### src/svalloc_pkg.sv
// Types, constants and the control program of the sound voice allocator.
package svalloc_pkg;

    // Fixed field widths of the request and result beats.
    localparam int CHAN_W = 6;
    localparam int PRIO_W = 8;

    // Request operation codes.
    typedef enum logic [1:0] {
        OP_START    = 2'd0,
        OP_STOP     = 2'd1,
        OP_STOP_ALL = 2'd2,
        OP_RELEASE  = 2'd3
    } t_op;

    // Addresses of the control program steps.
    typedef enum logic [3:0] {
        S_IDLE  = 4'd0,
        S_KILL  = 4'd1,
        S_PICKZ = 4'd2,
        S_PICK  = 4'd3,
        S_FREE  = 4'd4,
        S_STEAL = 4'd5,
        S_STOP  = 4'd6,
        S_ALL   = 4'd7,
        S_REL   = 4'd8,
        S_DONE  = 4'd9
    } t_step;

    // What a step does with the sequencer.
    typedef enum logic [2:0] {
        K_DISPATCH = 3'd0,  // wait for a request, jump by operation
        K_SCAN     = 3'd1,  // walk the channel table until the condition hits or the table ends
        K_JUMPZ    = 3'd2,  // branch on a zero origin
        K_EXEC     = 3'd3,  // action on the requested channel, or on all channels
        K_EMIT     = 3'd4   // hand the result to the output register
    } t_kind;

    // Match condition tested against each channel during a scan.
    typedef enum logic [2:0] {
        C_NONE  = 3'd0,
        C_KILL  = 3'd1,
        C_PICK  = 3'd2,
        C_FREE  = 3'd3,
        C_STEAL = 3'd4,
        C_STOP  = 3'd5
    } t_cond;

    // Action taken on a hit or by an execute step.
    typedef enum logic [2:0] {
        A_NONE    = 3'd0,
        A_FREE    = 3'd1,
        A_GRANT   = 3'd2,
        A_STEAL   = 3'd3,
        A_STOP    = 3'd4,
        A_CLEAR   = 3'd5,
        A_RELEASE = 3'd6
    } t_act;

    // One control word. hit_next also serves as the taken branch and the
    // plain successor; miss_next is the fall-through of scans and branches.
    typedef struct packed {
        t_kind kind;
        t_cond cond;
        t_act  act;
        t_step hit_next;
        t_step miss_next;
    } t_uword;

    // The control program, one word per step.
    function automatic t_uword f_ucode(input t_step step);
        t_uword w;
        w = '{K_DISPATCH, C_NONE, A_NONE, S_IDLE, S_IDLE};
        unique case (step)
            S_IDLE:  w = '{K_DISPATCH, C_NONE,  A_NONE,    S_IDLE,  S_IDLE};
            S_KILL:  w = '{K_SCAN,     C_KILL,  A_FREE,    S_PICKZ, S_PICKZ};
            S_PICKZ: w = '{K_JUMPZ,    C_NONE,  A_NONE,    S_FREE,  S_PICK};
            S_PICK:  w = '{K_SCAN,     C_PICK,  A_FREE,    S_FREE,  S_FREE};
            S_FREE:  w = '{K_SCAN,     C_FREE,  A_GRANT,   S_DONE,  S_STEAL};
            S_STEAL: w = '{K_SCAN,     C_STEAL, A_STEAL,   S_DONE,  S_DONE};
            S_STOP:  w = '{K_SCAN,     C_STOP,  A_STOP,    S_DONE,  S_DONE};
            S_ALL:   w = '{K_EXEC,     C_NONE,  A_CLEAR,   S_DONE,  S_DONE};
            S_REL:   w = '{K_EXEC,     C_NONE,  A_RELEASE, S_DONE,  S_DONE};
            S_DONE:  w = '{K_EMIT,     C_NONE,  A_NONE,    S_IDLE,  S_IDLE};
            default: w = '{K_DISPATCH, C_NONE,  A_NONE,    S_IDLE,  S_IDLE};
        endcase
        return w;
    endfunction

    // Entry point of the program for each operation.
    function automatic t_step f_dispatch(input t_op op);
        t_step s;
        s = S_IDLE;
        unique case (op)
            OP_START:    s = S_KILL;
            OP_STOP:     s = S_STOP;
            OP_STOP_ALL: s = S_ALL;
            OP_RELEASE:  s = S_REL;
            default:     s = S_IDLE;
        endcase
        return s;
    endfunction

endpackage

### src/sound_voice_allocator_core.sv
// Sound channel allocator: a microcoded sequencer over a table of channels.
//
// Requests arrive on a valid/ready channel (i_in_valid, o_in_ready) and each
// one gives exactly one result beat on a valid/ready channel (o_out_valid,
// i_out_ready). A request is taken only while the sequencer waits in its idle
// step, so one request is worked at a time. A start request walks the channel
// table up to four times (kill, pickup, lowest free, steal), one channel per
// cycle through the registered read port of the channel memory. A stop by
// origin walks the table at most once; stop all and release need no walk.
// The next request is taken in the cycle after a result is loaded.
// The result sits in an output register; while the receiver stalls, the next
// request is still accepted and worked, and its result waits in the sequencer
// until the register empties. Reset frees every channel, clears the mode
// register and empties the output; it needs no clearing pass. i_cfg_we writes
// the compatibility mode at once and is meant for times when the block is idle.
module sound_voice_allocator_core
    import svalloc_pkg::*;
#(
    parameter int NUM_CHANNELS = 22,
    parameter int ORIGIN_BITS  = 16
) (
    input  logic              i_clk,
    input  logic              i_rst_n,
    // Configuration.
    input  logic              i_cfg_we,
    input  logic              i_cfg_wdata,
    // Request channel.
    input  logic              i_in_valid,
    output logic              o_in_ready,
    input  logic [1:0]        i_operation,
    input  logic [15:0]       i_origin_id,
    input  logic              i_is_pickup,
    input  logic [PRIO_W-1:0] i_priority_req,
    input  logic [CHAN_W-1:0] i_channel_index,
    // Result channel.
    output logic              o_out_valid,
    input  logic              i_out_ready,
    output logic              o_granted,
    output logic [CHAN_W-1:0] o_channel,
    output logic              o_stole,
    output logic              o_stopped_any
);

    localparam int IDX_W = (NUM_CHANNELS > 1) ? $clog2(NUM_CHANNELS) : 1;
    localparam int CNT_W = $clog2(NUM_CHANNELS + 1);
    localparam int MEM_W = ORIGIN_BITS + 1 + PRIO_W;
    localparam logic [CNT_W-1:0]  NUM_CNT = CNT_W'(NUM_CHANNELS);
    localparam logic [CHAN_W:0]   NUM_EXT = (CHAN_W + 1)'(NUM_CHANNELS);

    // Sequencer and control state.
    t_step                   r_step, n_step;
    logic [NUM_CHANNELS-1:0] r_busy;
    logic                    r_compat;
    logic [CNT_W-1:0]        r_addr;
    logic                    r_rd_vld;
    logic                    r_out_valid;

    // Request and channel payload.
    logic [ORIGIN_BITS-1:0]  r_org;
    logic                    r_pick;
    logic [PRIO_W-1:0]       r_prio;
    logic [CHAN_W-1:0]       r_req_idx;
    logic [MEM_W-1:0]        r_mem [NUM_CHANNELS];
    logic [ORIGIN_BITS-1:0]  r_rd_org;
    logic                    r_rd_pick;
    logic [PRIO_W-1:0]       r_rd_prio;
    logic [IDX_W-1:0]        r_rd_idx;

    // Result being built and the output register.
    logic                    r_granted, r_stole, r_stopped;
    logic [CHAN_W-1:0]       r_chan;
    logic                    r_out_granted, r_out_stole, r_out_stopped;
    logic [CHAN_W-1:0]       r_out_chan;

    // Decoded control.
    t_uword                  w_uw;
    logic                    w_issue, w_hit, w_cond_ok, w_busy_rd;
    logic                    w_org_eq, w_pick_eq, w_rel_ok;
    logic                    w_accept, w_act_en, w_load_out, w_write;
    logic [IDX_W-1:0]        w_act_idx;

    // Condition test on the channel just read, and the next step.
    always_comb begin
        w_uw      = f_ucode(r_step);
        w_issue   = (w_uw.kind == K_SCAN) && (r_addr < NUM_CNT);
        w_org_eq  = (r_rd_org == r_org);
        w_pick_eq = (r_rd_pick == r_pick);
        w_busy_rd = r_busy[r_rd_idx];
        w_rel_ok  = ({1'b0, r_req_idx} < NUM_EXT);
        w_cond_ok = 1'b0;
        unique case (w_uw.cond)
            C_KILL:  w_cond_ok = w_busy_rd && w_org_eq && (r_compat || w_pick_eq);
            C_PICK:  w_cond_ok = w_busy_rd && w_org_eq && w_pick_eq;
            C_FREE:  w_cond_ok = !w_busy_rd;
            C_STEAL: w_cond_ok = (r_rd_prio >= r_prio);
            C_STOP:  w_cond_ok = w_busy_rd && w_org_eq;
            default: w_cond_ok = 1'b0;
        endcase
        w_hit     = (w_uw.kind == K_SCAN) && r_rd_vld && w_cond_ok;
        w_act_idx = (w_uw.kind == K_EXEC) ? r_req_idx[IDX_W-1:0] : r_rd_idx;

        n_step     = r_step;
        w_accept   = 1'b0;
        w_act_en   = 1'b0;
        w_load_out = 1'b0;
        o_in_ready = (w_uw.kind == K_DISPATCH);
        unique case (w_uw.kind)
            K_DISPATCH: begin
                w_accept = i_in_valid;
                if (i_in_valid) begin
                    n_step = f_dispatch(t_op'(i_operation));
                end
            end
            K_SCAN: begin
                if (w_hit) begin
                    w_act_en = 1'b1;
                    n_step   = w_uw.hit_next;
                end else if (!w_issue) begin
                    n_step = w_uw.miss_next;
                end
            end
            K_JUMPZ: begin
                n_step = (r_org == '0) ? w_uw.hit_next : w_uw.miss_next;
            end
            K_EXEC: begin
                w_act_en = 1'b1;
                n_step   = w_uw.hit_next;
            end
            K_EMIT: begin
                if (!r_out_valid || i_out_ready) begin
                    w_load_out = 1'b1;
                    n_step     = w_uw.hit_next;
                end
            end
            default: n_step = S_IDLE;
        endcase
        w_write = w_act_en && ((w_uw.act == A_GRANT) || (w_uw.act == A_STEAL));
    end

    // Step counter and scan address; a new step restarts the walk.
    always_ff @(posedge i_clk) begin
        if (!i_rst_n) begin
            r_step   <= S_IDLE;
            r_addr   <= '0;
            r_rd_vld <= 1'b0;
        end else begin
            r_step <= n_step;
            if (n_step != r_step) begin
                r_addr   <= '0;
                r_rd_vld <= 1'b0;
            end else begin
                r_addr   <= r_addr + CNT_W'(w_issue);
                r_rd_vld <= w_issue;
            end
        end
    end

    // Mode register.
    always_ff @(posedge i_clk) begin
        if (!i_rst_n) begin
            r_compat <= 1'b0;
        end else if (i_cfg_we) begin
            r_compat <= i_cfg_wdata;
        end
    end

    // Busy flags of the channels.
    always_ff @(posedge i_clk) begin
        if (!i_rst_n) begin
            r_busy <= '0;
        end else if (w_act_en) begin
            case (w_uw.act) inside
                A_FREE, A_STOP:   r_busy[w_act_idx] <= 1'b0;
                A_GRANT, A_STEAL: r_busy[w_act_idx] <= 1'b1;
                A_CLEAR:          r_busy <= '0;
                A_RELEASE: begin
                    if (w_rel_ok) begin
                        r_busy[w_act_idx] <= 1'b0;
                    end
                end
                default: ;
            endcase
        end
    end

    // Channel memory: origin, pickup flag and priority, registered read.
    always_ff @(posedge i_clk) begin
        if (w_write) begin
            r_mem[w_act_idx] <= {r_org, r_pick, r_prio};
        end
        if (w_issue) begin
            {r_rd_org, r_rd_pick, r_rd_prio} <= r_mem[r_addr[IDX_W-1:0]];
            r_rd_idx <= r_addr[IDX_W-1:0];
        end
    end

    // Request capture and result build-up.
    always_ff @(posedge i_clk) begin
        if (w_accept) begin
            r_org     <= ORIGIN_BITS'(i_origin_id);
            r_pick    <= i_is_pickup;
            r_prio    <= i_priority_req;
            r_req_idx <= i_channel_index;
            r_granted <= 1'b0;
            r_stole   <= 1'b0;
            r_stopped <= 1'b0;
            r_chan    <= '0;
        end else if (w_act_en) begin
            case (w_uw.act) inside
                A_GRANT: begin
                    r_granted <= 1'b1;
                    r_chan    <= CHAN_W'(w_act_idx);
                end
                A_STEAL: begin
                    r_granted <= 1'b1;
                    r_stole   <= 1'b1;
                    r_chan    <= CHAN_W'(w_act_idx);
                end
                A_STOP: begin
                    r_stopped <= 1'b1;
                    r_chan    <= CHAN_W'(w_act_idx);
                end
                default: ;
            endcase
        end
    end

    // Output register valid flag.
    always_ff @(posedge i_clk) begin
        if (!i_rst_n) begin
            r_out_valid <= 1'b0;
        end else if (w_load_out) begin
            r_out_valid <= 1'b1;
        end else if (i_out_ready) begin
            r_out_valid <= 1'b0;
        end
    end

    // Output register payload.
    always_ff @(posedge i_clk) begin
        if (w_load_out) begin
            r_out_granted <= r_granted;
            r_out_chan    <= r_chan;
            r_out_stole   <= r_stole;
            r_out_stopped <= r_stopped;
        end
    end

    assign o_out_valid   = r_out_valid;
    assign o_granted     = r_out_granted;
    assign o_channel     = r_out_chan;
    assign o_stole       = r_out_stole;
    assign o_stopped_any = r_out_stopped;

`ifndef SYNTHESIS
    // A steal always comes with a grant.
    a_stole_granted: assert property (@(posedge i_clk) disable iff (!i_rst_n)
        o_out_valid && o_stole |-> o_granted)
        else $error("stole set without granted");

    // A beat never reports both a grant and a stop.
    a_grant_stop_excl: assert property (@(posedge i_clk) disable iff (!i_rst_n)
        o_out_valid |-> !(o_granted && o_stopped_any))
        else $error("granted and stopped_any both set");

    // The scan address never exceeds the number of channels.
    a_addr_bound: assert property (@(posedge i_clk) disable iff (!i_rst_n)
        r_addr <= NUM_CNT)
        else $error("scan address out of range");

    // The sequencer leaves its idle step only on an accepted request.
    a_idle_hold: assert property (@(posedge i_clk) disable iff (!i_rst_n)
        (r_step == S_IDLE) && !i_in_valid |=> (r_step == S_IDLE))
        else $error("sequencer left idle without a request");

    // Handing a result over fills the output register and returns to idle.
    a_emit: assert property (@(posedge i_clk) disable iff (!i_rst_n)
        w_load_out |=> r_out_valid && (r_step == S_IDLE))
        else $error("result hand-over failed");
`endif

endmodule
### config.mk
export PLATFORM = sky130hd
export DESIGN_NAME = sound_voice_allocator_core
export DESIGN_NICKNAME = d
export VERILOG_FILES = /design/src/svalloc_pkg.sv /design/src/sound_voice_allocator_core.sv
export SDC_FILE = /design/constraint.sdc
export NUM_CORES = 1
export LEC_CHECK = 0
export ABC_AREA = 1
export BUFFER_PORTS_ARGS = -buffer_cell sky130_fd_sc_hd__buf_2
export CAP_MARGIN = 40
export CORE_MARGIN = 10
export CORE_UTILIZATION = 45
export DETAILED_ROUTE_END_ITERATION = 8
export PLACE_DENSITY = 0.58
export SYNTH_ARGS = -nofsm -noshare
export SYNTH_HDL_FRONTEND = slang
export SYNTH_SLANG_ARGS = --single-unit
### constraint.sdc
create_clock -name i_clk -period 10.85 [get_ports i_clk]
set_input_delay 2.17 -clock i_clk [delete_from_list [all_inputs] [get_ports i_clk]]
set_output_delay 2.17 -clock i_clk [all_outputs]
set_load 0.01 [all_outputs]
==> impl_metrics.tcl <==
set metrics [dict create \
    vias 17468 \
    core-area_um2 59400 \
    clk_latency_ps 600 \
    fin_skew_ps 18.0 \
    p_clk_share_pct 35.2 \
    hp-start "r_chan[4]$_SDFFE_PP0P_" \
    cp_slowest_cell "edfxtp_1" \
    cp_max_fo 23 \
    postCtsSetupRepairBufs 0 \
    synth_area_per_cell_um2 12.5 \
    dieWidth_um 266 \
    path_clk_slew_ps 60 \
    io_pins 50 \
    nNetsFinal 2272 \
    synth-main-ff-cell "edfxtp_1" \
    period_share_pct 36.9 \
    crit_buf_inv 3 \
    drc 0 \
    yosysTopAreaCellShare_pct 68.5 \
    place_hpwl_um 39600 \
    ys_async_sr_fraction_pct 0 \
    rsz0062_at_grt "false" \
    ir_drop_mv 0.152 \
    fillers 4991 \
    hp-class "register to register" \
    routedWlPerCell_um 22.8 \
    p_sw_mw 1.73 \
    dr.pass1.iters 5 \
    hold_buffers 0 \
    antenna_found_initial 1 \
    wl_met1_um 30600 \
    swShare_pct 27.4 \
    arrival_ps 4290 \
    dieArea_um2 70500 \
    synth_warnings 0 \
    worstPathRequired_ps 11140 \
    grt_max_degree 223 \
    r2r_start "r_prio[5]$_DFFE_PP_" \
    synth_seq_cells 676 \
    cts-root-buf "clkbuf_16" \
    grt_pass1_vias 16895 \
    grt_overflow 0 \
    hold_violations 0 \
    initial_core_util_pct 45.7 \
    final.min_clock_period_ps 4000 \
    num_rows 89 \
    power_frac_seq_pct 51.0 \
    critical_path.top_delay_family "simple AND/OR/NAND/NOR gates" \
    multi_input_area_um2 6610 \
    worst_pin_slew_ps 1550 \
    clockBufferDepth 3 \
    area_delta_synth_final_pct 13.2 \
    cts_buffers 72 \
    mappedNetlistArea_um2 27100 \
    power.density_nw_per_um2 206 \
    comb_power_share_pct 13.8 \
    path_class "register to register" \
    die_y_um 266 \
    gp_congestion 0.848 \
    cts_resized 0 \
    synth-seq-area-share_pct 72.7 \
    cpPeakStageDelay_ps 770 \
    ant_nets 0 \
    cts_max_level 3 \
    synth.distinct_cells 46 \
    violations "slew limit" \
    track_usage_pct 19.3 \
    leakagePower_nw 10.3 \
    finalSetupTns_ps 0 \
    relSlewSlack_pct -3.41 \
    status "finished, violations left" \
    p_int_mw 4.58 \
    synth_top_cell_by_area "edfxtp_1" \
    cts_tree "yes" \
    highest_layer "met4" \
    startpoint "r_prio[5]$_DFFE_PP_" \
    ys_top_cells_by_area "edfxtp_1, o21ai_0, nor2_1" \
    routed-wl-met3_um 4010 \
    synth_cells 2167 \
    setup_viol_count_final 0 \
    crit_path_end_kind "register" \
    clock-sinks 676 \
    crit_chain "inv_1 > ha_1 > a21oi_1 > o2111ai_1 > nand4_1 > nand2_2 > nand2_4 > nand2_4 > nand2_1 > buf_4 > nor2_4 > buf_16" \
    via_per_inst 5.75 \
    drive_gt1_share_pct 11.9 \
    fmax_mhz 250 \
    syn_nets 2221 \
    regArea_um2 19700 \
    maxCapViolations 0 \
    synth_edf_count 619 \
    drtIter0Drc 1562 \
    crit_top_cell "nand2_4" \
    drt_wl_total_um 69300 \
    critPathLaunchType "register" \
    worst_hold_slack_ps 430 \
    diodes 0 \
    drv_slew 60 \
    grt_pass1_wl_um 104000 \
    dr_wl_met2_um 32900 \
    port_buffers 48 \
]
## power groups by stage
| stage | Combinational, mW | Sequential (mW) | Clock (mW) |
|---|---|---|---|
| 2_1_floorplan | 0.567 | 3.24 | 0 |
| 6_report | 0.869 | 3.22 | 2.22 |
| 3_3_place_gp | 0.854 | 3.27 | 0 |
| 5_1_grt | 0.972 | 3.24 | 2.37 |
| 4_1_cts | 0.872 | 3.22 | 2.26 |
| 3_5_place_dp | 0.867 | 3.27 | 0 |
## logic make-up (layout without fill, tap and decap cells)
| group | after synthesis | after routing | synth area share, % |
|---|---|---|---|
| other | 1 | 1 | 0.0138 |
| and+or+nand+nor | 635 | 635 | 9.60 |
| adders and majority gates | 15 | 15 | 0.692 |
| DFF | 676 | 676 | 72.7 |
| buffers and inverters | 240 | 338 | 3.46 |
| xor gates and xnor gates | 16 | 16 | 0.517 |
| AOI/OAI and AO/OA | 584 | 584 | 13.0 |
## cells in the final DEF, fill, tap and decap left out, types with 5 or more instances in the layout
cell,n
xnor2_1,14
nor2_4,12
nor3_2,14
o21ai_1,12
a21oi_1,70
buf_16,10
a211oi_1,30
ha_1,15
o311ai_0,7
buf_2,48
inv_2,11
nor3_1,8
o22ai_1,64
nor2_2,7
clkinv_2,11
buf_4,46
clkbuf_16,73
dfxtp_1,54
clkinv_1,7
a41oi_1,25
nor2_1,311
nand2_1,210
inv_6,5
clkbuf_1,22
nand2_2,8
nand4_1,7
a32oi_1,25
o221ai_1,42
edfxtp_1,619
nand3_1,41
o21ai_0,287
o211ai_1,12
inv_1,98
## worst paths after layout
check	slack, ps	cells after the start	end
setup / recovery	6850	12	r_mem[0][7]$_DFFE_PP_
hold / removal	430	0	o_channel[4]$_DFFE_PP_
setup reg to reg	6850	12	r_mem[0][7]$_DFFE_PP_
hold reg to reg	430	0	o_channel[4]$_DFFE_PP_
## metrics by stage
step / setup WS (ps) / power [mW] / utilization, % / cells / instance area (um^2)
floorplan: 6700 / 3.81 / - / 2167 / 27100
global placement: 6640 / 4.12 / 47.8 / 2907 / 28400
detailed placement: 6640 / 4.14 / 48.2 / 2917 / 28600
CTS: 6870 / 6.35 / 51.7 / 3038 / 30700
global route: 6650 / 6.58 / 51.7 / 3038 / 30700
finish: 6850 / 6.31 / 51.7 / 3038 / 30700
## routing by layer
metal / global-route usage, % / vias to the layer above
met2: 31.4 / 538
met3: 3.00 / 115
li1: - / 8082
met1: 26.2 / 8733
met4: 6.76 / 0
met5: 0 / -
## sequential cells by signal (all words and copies together) (netlist names), 4 cells and up
name / flops
r_mem: 550
r_busy: 22
r_org: 16
r_rd_org: 16
w_uw: 15
r_prio: 8
r_rd_prio: 8
r_req_idx: 6
o_channel: 5
r_addr: 5
r_chan: 5
r_rd_idx: 5
r_step: 4
## area by class of cell
type	instances	area share, %
multi-input combinational	1251	21.5
sequential	676	64.3
inverter	112	1.41
clock inverter	23	0.485
tap	773	3.15
clock buffer	98	6.29
timing repair buffer	105	2.87
## Yosys cell counts, types with 3 or more instances
| cell | count |
|---|---|
| a211oi_1 | 30 |
| a21oi_1 | 70 |
| a32oi_1 | 25 |
| a41oi_1 | 25 |
| buf_1 | 9 |
| buf_2 | 6 |
| buf_6 | 3 |
| clkbuf_1 | 107 |
| dfxtp_1 | 57 |
| edfxtp_1 | 619 |
| ha_1 | 15 |
| inv_1 | 101 |
| inv_2 | 9 |
| nand2_1 | 210 |
| nand2_2 | 8 |
| nand2_4 | 4 |
| nand3_1 | 41 |
| nand3_2 | 4 |
| nand4_1 | 7 |
| nor2_1 | 322 |
| nor2_2 | 8 |
| nor3_1 | 21 |
| nor4_1 | 4 |
| o2111ai_1 | 3 |
| o211ai_1 | 12 |
| o21ai_0 | 287 |
| o21ai_1 | 12 |
| o21ai_2 | 3 |
| o221ai_1 | 42 |
| o22ai_1 | 64 |
| o311ai_0 | 7 |
| xnor2_1 | 14 |
Power figures use the tool's default switching activity.
